### config.mk
export PLATFORM = sky130hd
export DESIGN_NAME = tt_div_cell
export DESIGN_NICKNAME = d
export VERILOG_FILES = /design/src/rtl/tt_pkg.sv /design/src/rtl/tt_div_cell.sv
export SDC_FILE = /design/constraint.sdc
export NUM_CORES = 1
export LEC_CHECK = 0
export BUFFER_PORTS_ARGS = -buffer_cell sky130_fd_sc_hd__buf_2
export CAP_MARGIN = 20
export CORE_MARGIN = 10
export CORE_UTILIZATION = 45
export DETAILED_ROUTE_END_ITERATION = 12
export GPL_ROUTABILITY_DRIVEN = 0
export GPL_TIMING_DRIVEN = 0
export PLACE_DENSITY = 0.68
export SYNTH_ARGS = -nofsm -noshare
export SYNTH_HDL_FRONTEND = slang
export SYNTH_SLANG_ARGS = --single-unit
export TNS_END_PERCENT = 50
### constraint.sdc
create_clock -name clk_i -period 5.6 [get_ports clk_i]
set_clock_uncertainty 0.05 [all_clocks]
set_input_delay 0.56 -clock clk_i [delete_from_list [all_inputs] [get_ports clk_i]]
set_output_delay 0.56 -clock clk_i [all_outputs]
set_load 0.01 [all_outputs]
### src/rtl/tt_pkg.sv
`timescale 1ns / 1ps
package tt_pkg;
  localparam int CW       = 32;
  localparam int FRAC     = 14;
  localparam int NB       = 30;
  localparam int EW       = CW + 1;
  localparam int PW       = 2 * EW;
  localparam int SW       = PW + 1;
  localparam int MW       = SW - 1;
  localparam int SH_CELLS = $clog2(MW - NB + 1);
  localparam int SHK_W    = $clog2(SH_CELLS + 1);
  localparam int SQW      = 2 * NB + 1;
  localparam int RTW      = NB + 1;
  localparam int SQ_CELLS = NB + 1;
  localparam int SQK_W    = $clog2(NB + 1);
  localparam int QW       = FRAC + 1;
  localparam int DVK_W    = $clog2(FRAC + 1) + 1;
  localparam int NUMW     = NB + FRAC + 1;
  localparam int OW       = 16;
  localparam int QMAX     = 32767;

  typedef struct packed {
    logic [MW-1:0] mx;
    logic [MW-1:0] my;
    logic          nx;
    logic          ny;
    logic          wr;
  } sh_t;

  typedef struct packed {
    logic [SQW-1:0] n;
    logic [SQW-1:0] res;
    logic [NB-1:0]  ax;
    logic [NB-1:0]  ay;
    logic           nx;
    logic           ny;
    logic           wr;
  } sq_t;

  typedef struct packed {
    logic [NUMW-1:0] rx;
    logic [NUMW-1:0] ry;
    logic [QW-1:0]   qx;
    logic [QW-1:0]   qy;
    logic [RTW-1:0]  r;
    logic            nx;
    logic            ny;
    logic            wr;
  } dv_t;
endpackage

### src/rtl/tt_div_cell.sv
`timescale 1ns / 1ps
module tt_div_cell (
  input  logic                     clk_i,
  input  logic                     rst_ni,
  input  logic [tt_pkg::DVK_W-1:0] j_i,
  input  logic                     in_v_i,
  output logic                     in_rdy_o,
  input  tt_pkg::dv_t              in_i,
  output logic                     out_v_o,
  input  logic                     out_rdy_i,
  output tt_pkg::dv_t              out_o
);
  import tt_pkg::*;

  logic            v_q;
  dv_t             d_q, d_d;
  logic [NUMW-1:0] dv;

  always_comb begin
    dv  = NUMW'(in_i.r) << j_i;
    d_d = in_i;
    if (in_i.rx >= dv) begin
      d_d.rx = in_i.rx - dv;
      d_d.qx = in_i.qx | (QW'(1) << j_i);
    end
    if (in_i.ry >= dv) begin
      d_d.ry = in_i.ry - dv;
      d_d.qy = in_i.qy | (QW'(1) << j_i);
    end
  end

  assign in_rdy_o = !v_q || out_rdy_i;
  assign out_v_o  = v_q;
  assign out_o    = d_q;

  always_ff @(posedge clk_i or negedge rst_ni) begin
    if (!rst_ni) begin
      v_q <= 1'b0;
    end else if (in_rdy_o) begin
      v_q <= in_v_i;
    end
  end

  always_ff @(posedge clk_i) begin
    if (in_v_i && in_rdy_o) begin
      d_q <= d_d;
    end
  end
endmodule

# After elaboration in Yosys (flattened, before gate mapping)
# Cells that the tools add are included.
dict set report word_totals {
  register_bits 155
  elab_cells 24
}
dict set report classes {
  addsub 2
  order_cmp 2
  shift 2
  muxes 4
  bitwise_logic 2
  n_reduce_logical 3
}
# op n
set ops {}
lappend ops {{$ge A45 B45 Y1} 2}
lappend ops {{$mux W45} 2}
lappend ops {{$sub A45 B45 Y45} 2}
lappend ops {{$shl A31 B5 Y45} 1}
lappend ops {{$mux W15} 2}
lappend ops {{$or A15 B15 Y15} 2}
lappend ops {{$shl A1 B5 Y15 const A} 1}
lappend ops {{$logic_and A1 B1 Y1} 1}
lappend ops {{$logic_not A1 Y1} 1}
lappend ops {{$logic_or A1 B1 Y1} 1}

# Logic depth before layout (Yosys ltp)
# Gate-level depths: netlist (run 1).
dict set report logic_depth {
  ltp_word 3
  ltp_mapped 25
  mapped_depth_nobuf 20
}

# Least setup slack after synthesis (run 1)
# No wires, ideal clock.
dict set report synth_path {
  kind {input-to-reg}
  from {in j_i[0] (netlist name)}
  to {reg d_q (netlist bit out_o[106]), data pin}
  setup_time_ns 0.262
  arrival_ns 4.649
  slack_ns 0.639
  stages 18
  n_path_buf 4
  cell_sequence {clkbuf_1 > buf_1 > clkinv_1 > mux2_2 > nand2_1 > o21ai_0 > a211o_1 > o21a_1 > ha_1 > buf_4 > nand2_1 > or3_1 > or4_1 > nor4_1 > a211o_1 > a41oi_2 > buf_4 > mux2_1}
}
# element line
set synth_lines {}
lappend synth_lines {{from (decl)} tt_div_cell.sv:5} ;# input logic [tt_pkg::DVK_W-1:0] j_i,
lappend synth_lines {{to (signal assigned)} tt_div_cell.sv:46} ;# d_q <= d_d;
lappend synth_lines {{to (decl)} tt_div_cell.sv:16} ;# dv_t d_q, d_d;

==> impl_metrics.yaml, run 1 <==
run_status:
  status: "complete, no violations"
detailed_routing:
  vias: 12100
  ant_nets: 0
  routed_via_density: 5.78
  first_pass_iters: 5
  drt_iter0_drc: 1117
  wire_per_inst_um: 21.3
  detail_route.wirelength_um: 44800
  drc_errors: 0
cells_and_area:
  fill_cells: 2572
  nets: 1961
  syn_to_final_growth_pct: 21.9
  drive_above_1_share_pct: 25.9
  seq_area_um2: 4650
  final_cells: 2099
  multi_input_area_um2: 7550
global_route:
  grt_pass1_wl_um: 67200
  antenna_found_initial: 12
  grt_pass1_vias: 11900
  grt_max_degree: 75
  grtUsageTotal_pct: 24.2
  overflow: 0
floorplanning:
  io_pins: 319
  die_area_um2: 35200
  core-area_um2: 27700
  die_w_um: 188
  initial_core_util_pct: 45.6
  rows: 61
  die_height_um: 188
sta:
  hold_viol_final: 0
  fmax_mhz: 187
  tightest_slew_ps: 797
  grt_setup_unrepaired: "no"
  maxSlewViolCount: 0
  period_share_pct: 95.3
  fin_crit_ps: 5330
  slew_headroom_pct: 46.4
  setup_viol: 0
cts:
  clkTransAtPathRegs_ps: 70
  tritoncts: "built"
  post_cts_buffers: 0
  root_buffer: "clkbuf_16"
  clock_path_buffers: 2
  numCtsBuffers: 17
  h-tree-depth: 4
  clkLatencyLatePin_ps: 430
  clkSinkCount: 155
min_path:
  whs_path_depth: 1
  hold_class: "primary input to flip-flop"
worst_setup_path:
  worst_ep_arrival_time_ps: 5470
  crit_fanout: 10
  criticalPathCategory: "primary input to flip-flop"
  crit_required_ps: 5740
  cp-start-kind: "primary input"
  reg2regPathDepth: 3
  crit_path_end_kind: "flip-flop"
pwr:
  p_int_uw: 2820
  combPwrFrac_pct: 40.8
  p_leak_uw: 0.00660
  p_sw_share_pct: 37.4
  clkPwrFrac_pct: 26.2
  p_total_uw: 4510
  peakVddDrop_mv: 0.163
  p_per_area_nw_per_um2: 293
  seq_power_share_pct: 33.0
  power.switching_uw: 1680
place:
  io_buffers: 314
  dp_hpwl_um: 36600
  place_inst: 2057
run:
  maxCapViolCount: 0
synth:
  synthCells: 1363
  avgSynthCellArea_um2: 9.27
  async_flop_share_pct: 0.645
  ys_warn_count: 0
  synth.distinct_cells: 77
  synth_edf_count: 154
  synth_nets: 1624
  syn-cell-area_um2: 12600
  synth_seq_cells: 155
  yosysSeqAreaShare_pct: 36.8
  synth_ff_type: "edfxtp_1"
layer usage:
layer	track usage, %	part of all wire [%]	vias to the layer above
met2	39.9	47	576
met5	0	0.10	-
met1	29.5	41	5697
met3	6.51	8.6	83
met4	9.17	2.9	8
li1	-	-	5765
state kept, by name (all words and copies together), names as in the netlist:
signal   flops
out_o      154
out_v_o      1
power by group through the flow:
stage / registers, uW / clock network, uW / logic (uW)
finish: 1490 / 1180 / 1840
global route: 1500 / 1240 / 2000
CTS: 1490 / 1200 / 1810
detailed placement: 1510 / 0 / 1790
global placement: 1520 / 0 / 1770
floorplan: 1590 / 0 / 1140
cells in the mapped netlist, drive strengths merged (8+ instances only):
cell    number  area, um^2
nor2        79         307
nand3       26         130
o21a        10        75.1
a21oi      118         594
xor2        39         342
clkbuf      41         154
buf         27         168
nand2      202         758
ha          96        1200
mux4        19         428
a31oi       10        83.8
a21o        66         495
nand2b      15        93.8
nand4       20         125
nor2b       11        68.8
o21ai      163         820
xnor2       44         385
inv         33         124
mux2        18         210
mux2i       27         270
edfxtp     154        4620
o211ai       8        65.1
o21bai      24         180
nor3        18        90.1
final cells by class:
cell class | count | area share, %
clock inverters | 15 | 1.05
diodes | 8 | 0.130
well taps | 378 | 3.07
inverters | 36 | 0.877
multi-input cells | 1104 | 49.0
plain buffers | 68 | 2.23
flip-flops and latches | 155 | 30.2
repair buffers | 318 | 10.7
clock buffers | 17 | 2.76
worst paths after layout:
kind | start | endpoint | slack [ps]
max | j_i[2] | out_o[151]$_DFFE_PP_ | 270
min | in_i[0] | out_o[0]$_DFFE_PP_ | 250
max reg2reg | out_v_o$_DFFE_PN0N_ | out_o[102]$_DFFE_PP_ | 3880
min reg2reg | out_v_o$_DFFE_PN0N_ | out_v_o$_DFFE_PN0N_ | 530
max in group asynchronous | rst_ni | out_v_o$_DFFE_PN0N_ | 5030
min in group asynchronous | rst_ni | out_v_o$_DFFE_PN0N_ | 380
layout by cell type, fill, tap and decap left out, types with 5 or more instances in the layout:
| master | n |
|---|---|
| buf_2 | 326 |
| nand2_1 | 202 |
| edfxtp_1 | 154 |
| a21oi_1 | 115 |
| ha_1 | 96 |
| o21ai_0 | 84 |
| o21ai_1 | 78 |
| nor2_1 | 74 |
| a21o_1 | 66 |
| xnor2_1 | 44 |
| xor2_1 | 39 |
| inv_1 | 33 |
| clkbuf_1 | 31 |
| mux2i_1 | 27 |
| nand3_1 | 26 |
| o21bai_1 | 24 |
| nand4_1 | 20 |
| mux4_2 | 19 |
| nor3_1 | 17 |
| clkbuf_16 | 17 |
| nand2b_1 | 15 |
| mux2_2 | 14 |
| clkbuf_2 | 12 |
| nor2b_1 | 11 |
| o21a_1 | 10 |
| diode_2 | 8 |
| a31oi_1 | 8 |
| o211ai_1 | 7 |
| o22a_1 | 6 |
| buf_6 | 6 |
| o22ai_1 | 5 |
| and2_1 | 5 |
| nor2_2 | 5 |
| nor4_1 | 5 |
| and3_1 | 5 |
| inv_6 | 5 |
timing repair:
action	CTS	global route
gates resized for setup	4	29
hold endpoints to repair	1	0
hold buffers	1	0
cloned	0	0
setup endpoints to repair	83	119
cells by family after synthesis:
family / count (synthesis) / share of synthesized area [%]
adder cells (fa/ha/maj): 98 / 9.83
XOR/XNOR: 83 / 5.76
AND/OR/NAND/NOR: 399 / 14.0
flip-flops: 155 / 36.8
buffers and inverters: 104 / 3.62
AO/OA/AOI/OAI: 460 / 22.8
multiplexers: 64 / 7.19
stage by stage:
| stage | setup WS [ps] | hold WS, ps | area [um^2] | utilization, % | TNS, ps |
|---|---|---|---|---|---|
| after floorplan | 639 | 214 | 12600 | - | 0 |
| after global placement | -650 | 286 | 14700 | 53.0 | -146870 |
| after detailed placement | -678 | 287 | 14700 | 53.2 | -59760 |
| after CTS | 17.3 | 242 | 15300 | 55.4 | 0 |
| after global routing | 81.1 | 241 | 15400 | 55.5 | 0 |
| final | 266 | 254 | 15400 | 55.6 | 0 |
worst max-delay path: stages:
cell and delay [ps]:
clkbuf_1 160, inv_1 110, clkbuf_1 400, clkbuf_2 360, mux2i_1 330, nand2_1 100, nand2_1 110, o22a_1 280
ha_1 350, a21oi_1 270, o211ai_1 190, a21oi_1 150, o311ai_1 210, a21oi_1 490, o21ai_1 220, a31oi_1 320
o221ai_1 290, a41oi_1 310, xor2_1 180, o21ai_1 80
(Power assumes the default switching activity.)
==> inputs of run 2 (changes only) <==
--- a/config.mk
+++ b/config.mk
@@ -11,7 +11,6 @@
 export CORE_UTILIZATION = 45
 export DETAILED_ROUTE_END_ITERATION = 12
 export GPL_ROUTABILITY_DRIVEN = 0
-export GPL_TIMING_DRIVEN = 0
 export PLACE_DENSITY = 0.68
 export SYNTH_ARGS = -nofsm -noshare
 export SYNTH_HDL_FRONTEND = slang
==> impl_metrics.yaml, run 2 (synthesized netlist as in run 1, its figures left out) <==
floorplanning:
  die_w_um: 188
  rows: 61
  initial_core_util_pct: 45.6
  core-area_um2: 27700
  die_area_um2: 35200
  io_pins: 319
  die_height_um: 188
cts:
  numCtsBuffers: 17
  root_buffer: "clkbuf_16"
  clkLatencyLatePin_ps: 430
  h-tree-depth: 4
  clkTransAtPathRegs_ps: 70
  tritoncts: "built"
  clock_path_buffers: 2
  clkSinkCount: 155
  cts_resized: 0
cells_and_area:
  drive_above_1_share_pct: 27.1
  syn_to_final_growth_pct: 22.8
  design_area_um2: 15500
  final_cells: 2084
  mostFrequentLayoutCells: "318 x buf_2, 202 x nand2_1, 154 x edfxtp_1"
  largest_reg_flops: 154
  fin_util_pct: 56.0
  final_common_cell: "buf_2"
  nets: 1949
sta:
  holdWs_ps: 248
  fmax_mhz: 196
  maxSlewViolCount: 0
  fin_crit_ps: 5100
  period_share_pct: 91.2
  grt_setup_unrepaired: "no"
  hold_viol_final: 0
  setup_slack_ps: 495
  tightest_slew_ps: 864
  slew_headroom_pct: 40.9
  setup_viol: 0
pwr:
  seq_power_share_pct: 32.8
  peakVddDrop_mv: 0.186
  p_per_area_nw_per_um2: 294
  p_int_uw: 2880
  clkPwrFrac_pct: 26.7
  combPwrFrac_pct: 40.5
  power.switching_uw: 1690
  p_leak_uw: 0.00670
  p_sw_share_pct: 37.0
worst_setup_path:
  worstPathCellList: "buf_2 -> buf_4 -> mux2i_1 -> mux2_2 -> o21ai_0 -> o21ai_0 -> nor2_1 -> a21oi_1 -> ha_1 -> buf_4 -> nand4_1 -> or3_1 -> or4_1 -> nor4_1 -> a211o_1 -> a41oi_4 -> buf_4 -> mux2_1"
  worst_ep_arrival_time_ps: 5230
  crit_cells: 18
  reg2regPathDepth: 3
  crit_path_top_delay_cell: "or4_1"
  max_stage_delay_ps: 590
  worst-path-buf-inv: 4
  criticalPathCategory: "primary input to flip-flop"
  critical_path.top_delay_family: "simple AND/OR/NAND/NOR gates"
  r2r_start: "out_v_o$_DFFE_PN0N_"
  crit_fanout: 26
  rr_endpoint: "out_o[107]$_DFFE_PP_"
  crit_path_end_kind: "flip-flop"
  crit_required_ps: 5730
  rrSetupSlack_ps: 3410
  cp-start-kind: "primary input"
  crit_top_cell: "buf_4"
detailed_routing:
  drc_errors: 0
  ant_nets: 0
  first_pass_iters: 6
  routed_via_density: 5.84
  drt_iter0_drc: 992
  vias: 12200
  wire_per_inst_um: 21.0
  detail_route.wirelength_um: 43800
global_route:
  grt_pass1_vias: 11900
  antenna_found_initial: 6
  overflow: 0
  grtUsageTotal_pct: 23.8
  grt_pass1_wl_um: 66500
  grt_max_degree: 98
run_status:
  status: "complete, no violations"
min_path:
  hold_class: "primary input to flip-flop"
  whs_path_depth: 1
  min_to: "out_o[2]$_DFFE_PP_"
  holdCritStartpoint: "in_i[2]"
place:
  place_inst: 2042
  dp_hpwl_um: 35600
  io_buffers: 318
  dpl_cell_area_um2: 14900
  pre_cts_slack_ps: -27.3
run:
  maxCapViolCount: 0
[run 2: layout make-up]
type | count | area [um^2]
repair buffers | 374 | 2090
clock inverters | 15 | 176
flip-flops and latches | 155 | 4650
diodes | 5 | 12.5
inverters | 36 | 135
well taps | 378 | 473
fillers | 2544 | 12200
multi-input cells | 1104 | 7540
clock buffers | 17 | 425
[run 2: worst max path at each step]
stage	startpoint	end	slack, ps
3_5_place_dp	j_i[1]	out_o[95]$_DFFE_PP_	-30
3_3_place_gp	j_i[1]	out_o[90]$_DFFE_PP_	60
6_report	j_i[1]	out_o[106]$_DFFE_PP_	500
5_1_grt	j_i[1]	out_o[106]$_DFFE_PP_	250
4_1_cts	j_i[1]	out_o[98]$_DFFE_PP_	440
2_1_floorplan	j_i[0]	out_o[106]$_DFFE_PP_	640
[run 2: per-stage QoR]
stage                     setup TNS, ps  power [uW]
after global placement                0        3310
final                                 0        4560
after detailed placement          -29.2        3330
after CTS                             0        4560
after global routing                  0        4800
after floorplan                       0        2730
[run 2: power groups by stage]
stage	Clock (uW)	Combinational [uW]	Sequential [uW]
2_1_floorplan	0	1140	1590
3_3_place_gp	0	1790	1520
3_5_place_dp	0	1810	1520
4_1_cts	1240	1820	1500
5_1_grt	1280	2020	1510
6_report	1220	1850	1500
[run 2: repair_timing]
action / in CTS / in global routing
setup buffers: 0 / 4
hold buffers: 1 / 0
hold endpoints to repair: 1 / 0
setup endpoints to repair: 0 / 1
[run 2: per-layer routing]
layer | vias up | wire length (um) | share of wire, % | track usage, %
met3 | 92 | 3590 | 8.2 | 5.32
met4 | 2 | 1610 | 3.7 | 10.4
li1 | 5727 | - | - | -
met2 | 593 | 20600 | 47 | 38.3
met5 | - | 13 | 0.030 | 0
met1 | 5755 | 18100 | 41 | 30.1
